--- src/hdl/assert_macros.svh ---
// Assertion macros shared by the date difference RTL.
// Depends on nothing; included by files that carry concurrent assertions.
`ifndef ASSERT_MACROS_SVH
`define ASSERT_MACROS_SVH

// Plain property checked on every rising clock edge outside reset.
`define DDD_ASSERT(lbl, clk, rst_n, prop, msg) \
    lbl: assert property (@(posedge clk) disable iff (!rst_n) (prop)) else $error(msg);

// Same-cycle implication.
`define DDD_ASSERT_IMP(lbl, clk, rst_n, ante, cons, msg) \
    lbl: assert property (@(posedge clk) disable iff (!rst_n) (ante) |-> (cons)) \
        else $error(msg);

// Next-cycle implication.
`define DDD_ASSERT_NXT(lbl, clk, rst_n, ante, cons, msg) \
    lbl: assert property (@(posedge clk) disable iff (!rst_n) (ante) |=> (cons)) \
        else $error(msg);

`endif

--- src/hdl/ddd_pkg.sv ---
// Shared widths, constants and the month table of the date difference block.
// No dependencies; imported by ddd_serial and date_day_difference.
package ddd_pkg;

    localparam int YEAR_W   = 14;
    localparam int MONTH_W  = 4;
    localparam int DAY_W    = 5;
    localparam int COUNT_W  = 22;
    localparam int SERIAL_W = 23;
    localparam int DBM_W    = 9;
    localparam int QUO_W    = 9;
    localparam int DIVIN_W  = 13;

    localparam logic [COUNT_W-1:0] COUNT_MAX = {COUNT_W{1'b1}};
    // floor(2^20 / 25); estimate is low by at most one, fixed by one compare
    localparam logic [15:0] RECIP25 = 16'd41943;
    localparam logic [DIVIN_W-1:0] DIV25 = 13'd25;

    typedef logic [SERIAL_W-1:0] serial_t;

    // Days before the first of month index 0..11
    function automatic logic [DBM_W-1:0] days_before_month(input logic leap,
                                                           input logic [3:0] idx);
        logic [DBM_W-1:0] base;
        case (idx)
            4'd0:    base = 9'd0;
            4'd1:    base = 9'd31;
            4'd2:    base = 9'd59;
            4'd3:    base = 9'd90;
            4'd4:    base = 9'd120;
            4'd5:    base = 9'd151;
            4'd6:    base = 9'd181;
            4'd7:    base = 9'd212;
            4'd8:    base = 9'd243;
            4'd9:    base = 9'd273;
            4'd10:   base = 9'd304;
            default: base = 9'd334;
        endcase
        if (leap && (idx >= 4'd2))
        begin
            base = base + 9'd1;
        end
        return base;
    endfunction

endpackage

--- src/hdl/ddd_serial.sv ---
// Three-stage day serial pipeline for one date: days before year + month + day.
// Depends on ddd_pkg.
module ddd_serial (
    input  logic                        clk,
    input  logic                        en,
    input  logic [ddd_pkg::YEAR_W-1:0]  year,
    input  logic [ddd_pkg::MONTH_W-1:0] month,
    input  logic [ddd_pkg::DAY_W-1:0]   day,
    output ddd_pkg::serial_t            serial
);
    import ddd_pkg::*;

    // quotient estimate of v / 25, low by at most one
    function automatic logic [QUO_W-1:0] quo25_est(input logic [DIVIN_W-1:0] v);
        logic [28:0] p;
        p = 29'(v) * 29'(RECIP25);
        return p[28:20];
    endfunction

    // divider slots: 0 = (y+99)/4, 1 = (y+399)/16, 2 = y/4, 3 = y/16
    localparam int NDIV = 4;

    logic [YEAR_W:0]    y99;
    logic [YEAR_W:0]    y399;
    logic [DIVIN_W-1:0] div_in [NDIV];
    logic [3:0]         m_idx;

    // stage 1 registers
    logic [YEAR_W-1:0]  s1_year_reg;
    logic [3:0]         s1_idx_reg;
    logic [DAY_W-1:0]   s1_day_reg;
    logic [DIVIN_W-1:0] s1_v_reg [NDIV];
    logic [QUO_W-1:0]   s1_q_reg [NDIV];

    // stage 2 signals and registers
    logic [QUO_W-1:0]   q_fix [NDIV];
    logic [DIVIN_W-1:0] r_fix [NDIV];
    logic               leap;
    logic [YEAR_W-1:0]  s2_year_reg;
    logic [QUO_W-1:0]   s2_c100_reg;
    logic [QUO_W-1:0]   s2_c400_reg;
    logic [DBM_W-1:0]   s2_dbm_reg;
    logic [DAY_W-1:0]   s2_day_reg;

    // stage 3
    serial_t            serial_next;
    serial_t            serial_reg;

    // month clamp and divider operands
    always_comb
    begin
        y99  = {1'b0, year} + 15'd99;
        y399 = {1'b0, year} + 15'd399;
        div_in[0] = y99[14:2];
        div_in[1] = {2'b00, y399[14:4]};
        div_in[2] = {1'b0, year[13:2]};
        div_in[3] = {3'b000, year[13:4]};
        if (month == 4'd0)
        begin
            m_idx = 4'd0;
        end
        else if (month inside {[4'd13:4'd15]})
        begin
            m_idx = 4'd11;
        end
        else
        begin
            m_idx = month - 4'd1;
        end
    end

    // stage 1: reciprocal multiplies
    always_ff @(posedge clk)
    begin
        if (en)
        begin
            s1_year_reg <= year;
            s1_idx_reg  <= m_idx;
            s1_day_reg  <= day;
            for (int k = 0; k < NDIV; k++)
            begin
                s1_v_reg[k] <= div_in[k];
                s1_q_reg[k] <= quo25_est(div_in[k]);
            end
        end
    end

    // stage 2: quotient correction, leap flag, month table
    always_comb
    begin
        for (int k = 0; k < NDIV; k++)
        begin
            r_fix[k] = s1_v_reg[k] - DIVIN_W'(s1_q_reg[k]) * DIV25;
            q_fix[k] = s1_q_reg[k];
            if (r_fix[k] >= DIV25)
            begin
                r_fix[k] = r_fix[k] - DIV25;
                q_fix[k] = q_fix[k] + 9'd1;
            end
        end
        // divisible by 4 and not by 100, or divisible by 400
        leap = (s1_year_reg[1:0] == 2'b00) &&
               ((r_fix[2] != '0) || ((s1_year_reg[3:0] == 4'h0) && (r_fix[3] == '0)));
    end

    always_ff @(posedge clk)
    begin
        if (en)
        begin
            s2_year_reg <= s1_year_reg;
            s2_c100_reg <= q_fix[0];
            s2_c400_reg <= q_fix[1];
            s2_dbm_reg  <= days_before_month(leap, s1_idx_reg);
            s2_day_reg  <= s1_day_reg;
        end
    end

    // stage 3: closed-form serial
    always_comb
    begin
        serial_next = SERIAL_W'(s2_year_reg) * 23'd365
                    + SERIAL_W'((({1'b0, s2_year_reg} + 15'd3) >> 2))
                    - SERIAL_W'(s2_c100_reg)
                    + SERIAL_W'(s2_c400_reg)
                    + SERIAL_W'(s2_dbm_reg)
                    + SERIAL_W'(s2_day_reg);
    end

    always_ff @(posedge clk)
    begin
        if (en)
        begin
            serial_reg <= serial_next;
        end
    end

    assign serial = serial_reg;

endmodule

--- src/hdl/date_day_difference.sv ---
// Top level of the Gregorian date difference block: stream ports, valid
// pipeline and the final subtract/saturate stage. Depends on ddd_pkg,
// ddd_serial and assert_macros.svh.
//
// Usage:
//   One input transfer on s_axis carries two dates; one output transfer on
//   m_axis carries the absolute number of days between them, saturated to
//   22 bits. Every input transfer yields exactly one output transfer, in order.
//   m_axis_tvalid rises over four register stages: three build each date's
//   day serial (reciprocal divide by 25, quotient correction and month table,
//   closed-form sum), the first loaded at the accepting edge, and one subtracts.
//   Throughput is one transfer per cycle while m_axis_tready is high; the
//   whole pipeline advances on a single enable.
//   When the receiver stalls with a result waiting, the whole pipeline freezes
//   and s_axis_tready drops until that result is taken.
//   Reset (rst_n low, asynchronous) empties the pipeline; no output is valid
//   and s_axis_tready is high right after reset.
`include "assert_macros.svh"

module date_day_difference (
    input  logic        clk,
    input  logic        rst_n,
    input  logic        s_axis_tvalid,
    output logic        s_axis_tready,
    // [13:0] first_year, [17:14] first_month, [22:18] first_day,
    // [36:23] second_year, [40:37] second_month, [45:41] second_day, [47:46] zero
    input  logic [47:0] s_axis_tdata,
    output logic        m_axis_tvalid,
    input  logic        m_axis_tready,
    // [21:0] day_count, [23:22] zero
    output logic [23:0] m_axis_tdata
);
    import ddd_pkg::*;

    logic                ce;
    logic [2:0]          vld_reg;
    logic [2:0]          vld_next;
    logic                out_vld_reg;
    serial_t             serial_a;
    serial_t             serial_b;
    serial_t             diff;
    logic [COUNT_W-1:0]  count_next;
    logic [COUNT_W-1:0]  count_reg;

    // pipeline advances unless a finished result is held
    assign ce            = m_axis_tready || !out_vld_reg;
    assign s_axis_tready = ce;

    // per-date serial pipelines
    ddd_serial u_serial_a (
        .clk    (clk),
        .en     (ce),
        .year   (s_axis_tdata[13:0]),
        .month  (s_axis_tdata[17:14]),
        .day    (s_axis_tdata[22:18]),
        .serial (serial_a)
    );

    ddd_serial u_serial_b (
        .clk    (clk),
        .en     (ce),
        .year   (s_axis_tdata[36:23]),
        .month  (s_axis_tdata[40:37]),
        .day    (s_axis_tdata[45:41]),
        .serial (serial_b)
    );

    // valid bits travel with the serial stages
    assign vld_next = {vld_reg[1:0], s_axis_tvalid};

    always_ff @(posedge clk or negedge rst_n)
    begin
        if (!rst_n)
        begin
            vld_reg     <= '0;
            out_vld_reg <= 1'b0;
        end
        else if (ce)
        begin
            vld_reg     <= vld_next;
            out_vld_reg <= vld_reg[2];
        end
    end

    // absolute difference with saturation
    always_comb
    begin
        diff = (serial_a > serial_b) ? (serial_a - serial_b) : (serial_b - serial_a);
        if (diff > SERIAL_W'(COUNT_MAX))
        begin
            count_next = COUNT_MAX;
        end
        else
        begin
            count_next = diff[COUNT_W-1:0];
        end
    end

    always_ff @(posedge clk)
    begin
        if (ce)
        begin
            count_reg <= count_next;
        end
    end

    assign m_axis_tvalid = out_vld_reg;
    assign m_axis_tdata  = {2'b00, count_reg};

    // a held result must block input
    `DDD_ASSERT_IMP(a_stall_blocks_in, clk, rst_n, m_axis_tvalid && !m_axis_tready, !s_axis_tready, "input accepted while output stalled")
    // an accepted transfer enters the first stage
    `DDD_ASSERT_NXT(a_accept_fills_s1, clk, rst_n, s_axis_tvalid && s_axis_tready, vld_reg[0], "accepted transfer lost at stage 1")
    // a frozen pipeline keeps its valid bits
    `DDD_ASSERT_NXT(a_stall_holds_pipe, clk, rst_n, !s_axis_tready, $stable(vld_reg) && m_axis_tvalid, "pipeline moved during stall")

endmodule
--- config.mk ---
export PLATFORM = sky130hd
export DESIGN_NAME = date_day_difference
export DESIGN_NICKNAME = d
export VERILOG_FILES = /design/src/hdl/ddd_pkg.sv /design/src/hdl/ddd_serial.sv /design/src/hdl/date_day_difference.sv
export VERILOG_INCLUDE_DIRS = /design/src /design/src/hdl
export SDC_FILE = /design/constraint.sdc
export NUM_CORES = 2
export LEC_CHECK = 0
export ABC_CLOCK_PERIOD_IN_PS = 21100
export BUFFER_PORTS_ARGS = -buffer_cell sky130_fd_sc_hd__buf_4
export CAP_MARGIN = 0
export CORE_UTILIZATION = 53
export CTS_BUF_LIST = sky130_fd_sc_hd__clkbuf_16
export DETAILED_ROUTE_END_ITERATION = 10
export PLACE_DENSITY = 0.78
export SETUP_SLACK_MARGIN = 0.1
export SYNTH_ARGS = -nofsm -noshare
export SYNTH_HDL_FRONTEND = slang
export SYNTH_SLANG_ARGS = --single-unit
--- constraint.sdc ---
create_clock -name clk -period 21.1 [get_ports clk]
set_input_delay 0 -clock clk [delete_from_list [all_inputs] [get_ports clk]]
set_output_delay 0 -clock clk [all_outputs]
set_load 0.005 [all_outputs]
Word-level counts from Yosys, hierarchy flattened

Memories as Yosys holds them, arrays and structs flattened.
Cells that the tools add are included.

Add/sub/neg operators: 38
Multiply operators: 18
Magnitude comparators: 16
Muxes and demuxes: 17
Reduce and logical (&&, ||, !) cells: 24

Operators with widths:

| kind                   | count |
|---|---|
| $ge 13x5->1 const B    | 8 |
| $mul 9x5->13 const B   | 8 |
| $sub 13x13->13         | 8 |
| $add 23x9->23          | 4 |
| $mux 9                 | 8 |
| $mul 13x16->29 const B | 2 |
| $mul 12x16->28 const B | 2 |
| $add 9x1->9 const B    | 6 |
| $mul 11x16->27 const B | 2 |
| $mul 10x16->26 const B | 2 |
| $mux 13                | 4 |
| $sub 13x5->13 const B  | 4 |
| $add 23x21->23         | 2 |
| $add 23x5->23          | 2 |
| $mul 14x9->23 const B  | 2 |
| $sub 23x23->23         | 2 |
| $sub 23x9->23          | 2 |
| $add 14x2->15 const B  | 2 |
| $add 14x7->15 const B  | 2 |
| $add 14x9->15 const B  | 2 |
| $logic_not 13->1       | 2 |
| $reduce_bool 13->1     | 2 |
| $gt 23x22->1 const B   | 1 |
| $gt 23x23->1           | 1 |
| other kinds (13)       | 33 |

Register bits after elaboration: 210
Memory bits (writable): 176
Memory bits (read-only): 288
Bits of input ports: 52
Word-level logic and storage cells: 142
Memories: 6

Memory list:

| name                | depth | bits a word | read ports | clocked after Yosys merged registers in | write ports | RTL line         | source |
|---|---|---|---|---|---|---|---|
| (name not given)    | 16    | 9           | 1          | 0                                       | 0           | ddd_pkg.sv:25    | `case (idx)` |
| (name not given)    | 16    | 9           | 1          | 0                                       | 0           | ddd_pkg.sv:25    |  |
| u_serial_a.s1_v_reg | 4     | 13          | 4          | 0                                       | 4           | ddd_serial.sv:32 | `logic [DIVIN_W-1:0] s1_v_reg [NDIV];` |
| u_serial_b.s1_v_reg | 4     | 13          | 4          | 0                                       | 4           | ddd_serial.sv:32 |  |
| u_serial_a.s1_q_reg | 4     | 9           | 4          | 0                                       | 4           | ddd_serial.sv:33 | `logic [QUO_W-1:0] s1_q_reg [NDIV];` |
| u_serial_b.s1_q_reg | 4     | 9           | 4          | 0                                       | 4           | ddd_serial.sv:33 |  |

Depth between registers and ports, before layout

An unclocked memory read counts as a cell.

Word-level depth: 11
Mapped depth: 30

By module

Synthesis repeated with hierarchy kept, for this count alone.

Cells, all modules: 5,418
Area total of the unflattened synthesis: 54,922.7 um2

By module, submodules not included:

| module                   | instances | cells each | area an instance (um2) | sequential area each (um2) |
|---|---|---|---|---|
| ddd_serial at u_serial_a | 1         | 2,501      | 25,750.9               | 4,354.2 |
| ddd_serial at u_serial_b | 1         | 2,501      | 25,704.7               | 4,354.2 |
| date_day_difference      | 1         | 416        | 3,467.1                | 760.7 |

Least setup slack after synthesis

OpenSTA, ideal clock, no wires.

Kind: input port to flip-flop
From: input m_axis_tready
To: register vld_reg[0]
Setup time: 0.106 ns
Arrival: 8.686 ns
Setup slack: 12.308 ns
Stages: 2
Cell sequence: nand2b_1 -> mux2_2

Cells in the longest elaborated chain, start to end: 1

Ends and longest elaborated chain:

| what                   | RTL line                  | source |
|---|---|---|
| start: declaration     | date_day_difference.sv:29 | `input logic m_axis_tready,` |
| $logic_or 1x1->1       | date_day_difference.sv:46 | `assign ce = m_axis_tready \|\| !out_vld_reg;` |
| end signal: assignment | date_day_difference.sv:80 | `vld_reg <= vld_next;` |
| end: declaration       | date_day_difference.sv:36 | `logic [2:0] vld_reg;` |

Every way passes these cells.
A chain may end at the register's enable or synchronous reset.

==> flow_summary.toml <==
[sta]
fin_setup_tns_ns = 0
fmax_ghz = 0.1242
period_share = 0.3817
layout_setup_ws_ns = 13.05
rsz0062_at_grt = "false"
finalSetupViolations = 0
fin_crit_ns = 8.054
slew_headroom = 0.2451
tightest_slew_ns = 1.124
maxSlewViolCount = 0
fin_worst_skew_ns = 0.03125
hold_violations = 0

[yosys]
synth_top_family_by_area = "adder cells"
synth_area_leaders = "ha_1 (26%), fa_1 (25%), edfxtp_1 (17%), inv_1 (11%), xnor2_1 (3.2%)"
syn_inst = 5459
synth_compound_area_frac = 0.08700
yosys.area.top_type = "ha_1"
yosys_warnings = 0
synth_xor_area_frac = 0.04725
yosysSeqAreaShare = 0.1732
synth-simple-area-share = 0.06636
netlist.area_leader.share = 0.2620
synth_edf_count = 312
synth_area_mm2 = 0.05468
synth_seq_cells = 316
synth.distinct_cells = 97
synthFlopType = "edfxtp_1"
muxShareOfSynthArea = 0.006476
synth_adder_area_share = 0.5115
syn_area_per_cell_um2 = 10.02
ys_async_sr_fraction = 0.01266

[placement]
dp_slack_ns = 13.09
place_hpwl_um = 96010
dpl_cell_area_mm2 = 0.05695
gp_congestion = 0.9412
port_buffers = 73

[clock_tree]
clk_pin_slew_ns = 0.06
root_buffer = "clkbuf_16"
cts.sinks = 316
htree_levels = 2
cts_tree = "done"
cts_made_buffers = 41
postCtsSetupRepairBufs = 0
clock_path_buffers = 3
clk_latency_ns = 0.61

[floorplan]
fp.dieArea_mm2 = 0.1045
coreArea_mm2 = 0.1020
floorplan.initialDensity = 0.5359
die_x_um = 323.2
rows = 117
die_h_um = 323.2
io_pins = 78

[setup_path]
required_ns = 21.44
worstSetupEndpointType = "flip-flop"
r2r_cells = 27
crit_path_max_incr_delay_ns = 0.64
worstPathArrival_ns = 8.40
crit_slowest_cell = "or4b_1"
cp_max_fo = 19
critPathKind = "in -> reg"
startpoint_type = "input pin"
rrSetupSlack_ns = 13.44
r2r_start = "u_serial_b.s2_year_reg[1]"
timing.rr.end = "u_serial_b.serial[22]"

[layout]
areaGrowthSynthToFinish_pct = 7.610
fin_nets = 7487
final_cell_area_mm2 = 0.05884
drive_above_1_share = 0.04165

[routing]
dr.pass1.iters = 6
wl_per_cell_um = 16.14
drtAntennaViolNets = 0
dr.first_iter.drc_count = 1869
vias = 37290
routed_wl_um = 113200
vias_per_cell = 5.318
drc_errors = 0

[min_path]
hold_start = "s_axis_tdata[15]"
hold_depth = 4
min_to = "u_serial_a.s1_idx_reg[1]"
hold_path.class = "in -> reg"

[grt]
gr-total-overflow = 0
grt_max_degree = 81
antenna_found_initial = 1
grt_pass1_vias = 39300
grt_pass1_wl_um = 192200
grt_usage = 0.2273

[run_status]
status = "finished clean"

[run]
cap_violations = 0
## synth_stat cells (11+ instances only)
cell type  number
o21a_1         40
o211ai_1       19
o22ai_1        11
o21ai_0       114
xnor2_1       201
inv_1        1530
xor2_1         94
nand4_1        28
edfxtp_1      312
o31ai_1        11
fa_1          681
mux2i_1        14
o21bai_1       42
clkbuf_1       33
or3_1          23
a21o_1         94
ha_1         1145
nand2_1       142
nor3_1         65
and2_1         24
nor2_1        174
or2_2          19
a31oi_1        25
nand3_1        64
nand2b_1       36
nor4_1         14
a211oi_1       37
a21oi_1       179
nor2b_1        31
and3_1         41
mux2_2         15
## metrics by stage
step | util | hold WS, ns | cells
6_report | 0.5767 | 0.04413 | 7012
5_1_grt | 0.5767 | 0.05619 | 7011
4_1_cts | 0.5766 | 0.004714 | 7010
3_5_place_dp | 0.5582 | -0.2007 | 6882
3_3_place_gp | 0.5582 | -0.2041 | 6882
2_1_floorplan | - | -0.2956 | 5460
## worst max path at each step
stage / startpoint / to / slack, ns / cells after the start
6_report: s_axis_tdata[27] / u_serial_b.s1_q_reg[0][8] / 13.05 / 31
3_5_place_dp: s_axis_tdata[27] / u_serial_b.s1_q_reg[0][8] / 13.09 / 30
5_1_grt: s_axis_tdata[27] / u_serial_b.s1_q_reg[0][8] / 12.49 / 31
3_3_place_gp: s_axis_tdata[27] / u_serial_b.s1_q_reg[0][8] / 13.18 / 30
4_1_cts: s_axis_tdata[27] / u_serial_b.s1_q_reg[0][8] / 13.15 / 31
2_1_floorplan: m_axis_tready / vld_reg[0] / 12.31 / 2
## cell type report
class,instances,area [um^2]
Clock buffer,41,1026
Clock inverter,35,339.1
Multi-Input combinational cell,3572,39310
Tap cell,1368,1712
Sequential cell,316,9469
Inverter,1530,5743
Antenna cell,2,5.005
Fill cell,8344,43190
Timing Repair Buffer,148,1241
## cell usage in the layout (no fill, tap or decap), drive strengths merged, types with 96 or more instances in the layout
master  instances
inv          1542
o21ai         118
buf            96
nor2          174
a21oi         181
edfxtp        312
xnor2         201
nand2         142
ha           1145
fa            681
## worst max-delay path, delay by kind of cell
family / cells / cell delay [ns]
buffers and inverters: 7 / 1.40
AND/OR/NAND/NOR: 5 / 1.30
XOR/XNOR: 2 / 0.56
adder cells (fa/ha/maj): 7 / 3.20
AO/OA/AOI/OAI: 10 / 1.93
## cell families (layout without fill, tap and decap cells)
logic type / after synthesis / after routing
buffers and inverters: 1572 / 1754
other: 1 / 4
multiplexers: 31 / 31
XOR/XNOR: 295 / 295
flip-flops: 316 / 316
adder cells (fa/ha/maj): 1827 / 1827
AO/OA/AOI/OAI: 707 / 707
AND/OR/NAND/NOR: 710 / 710
## repair_timing
action / CTS / global route
hold buffers: 52 / 0
endpoints found under the hold margin: 52 / 0
resized for setup: 0 / 0
## per-layer routing
metal | up-vias | part of all wire | global-route usage
li1 | 17990 | - | -
met1 | 18350 | 0.44 | 0.3018
met2 | 759 | 0.49 | 0.3930
met3 | 195 | 0.045 | 0.02536
met4 | 0 | 0.025 | 0.06119
met5 | - | 0 | 0
Power is not shown: default switching activity piles up to over one toggle a cycle in this logic, so the estimate is an artifact.
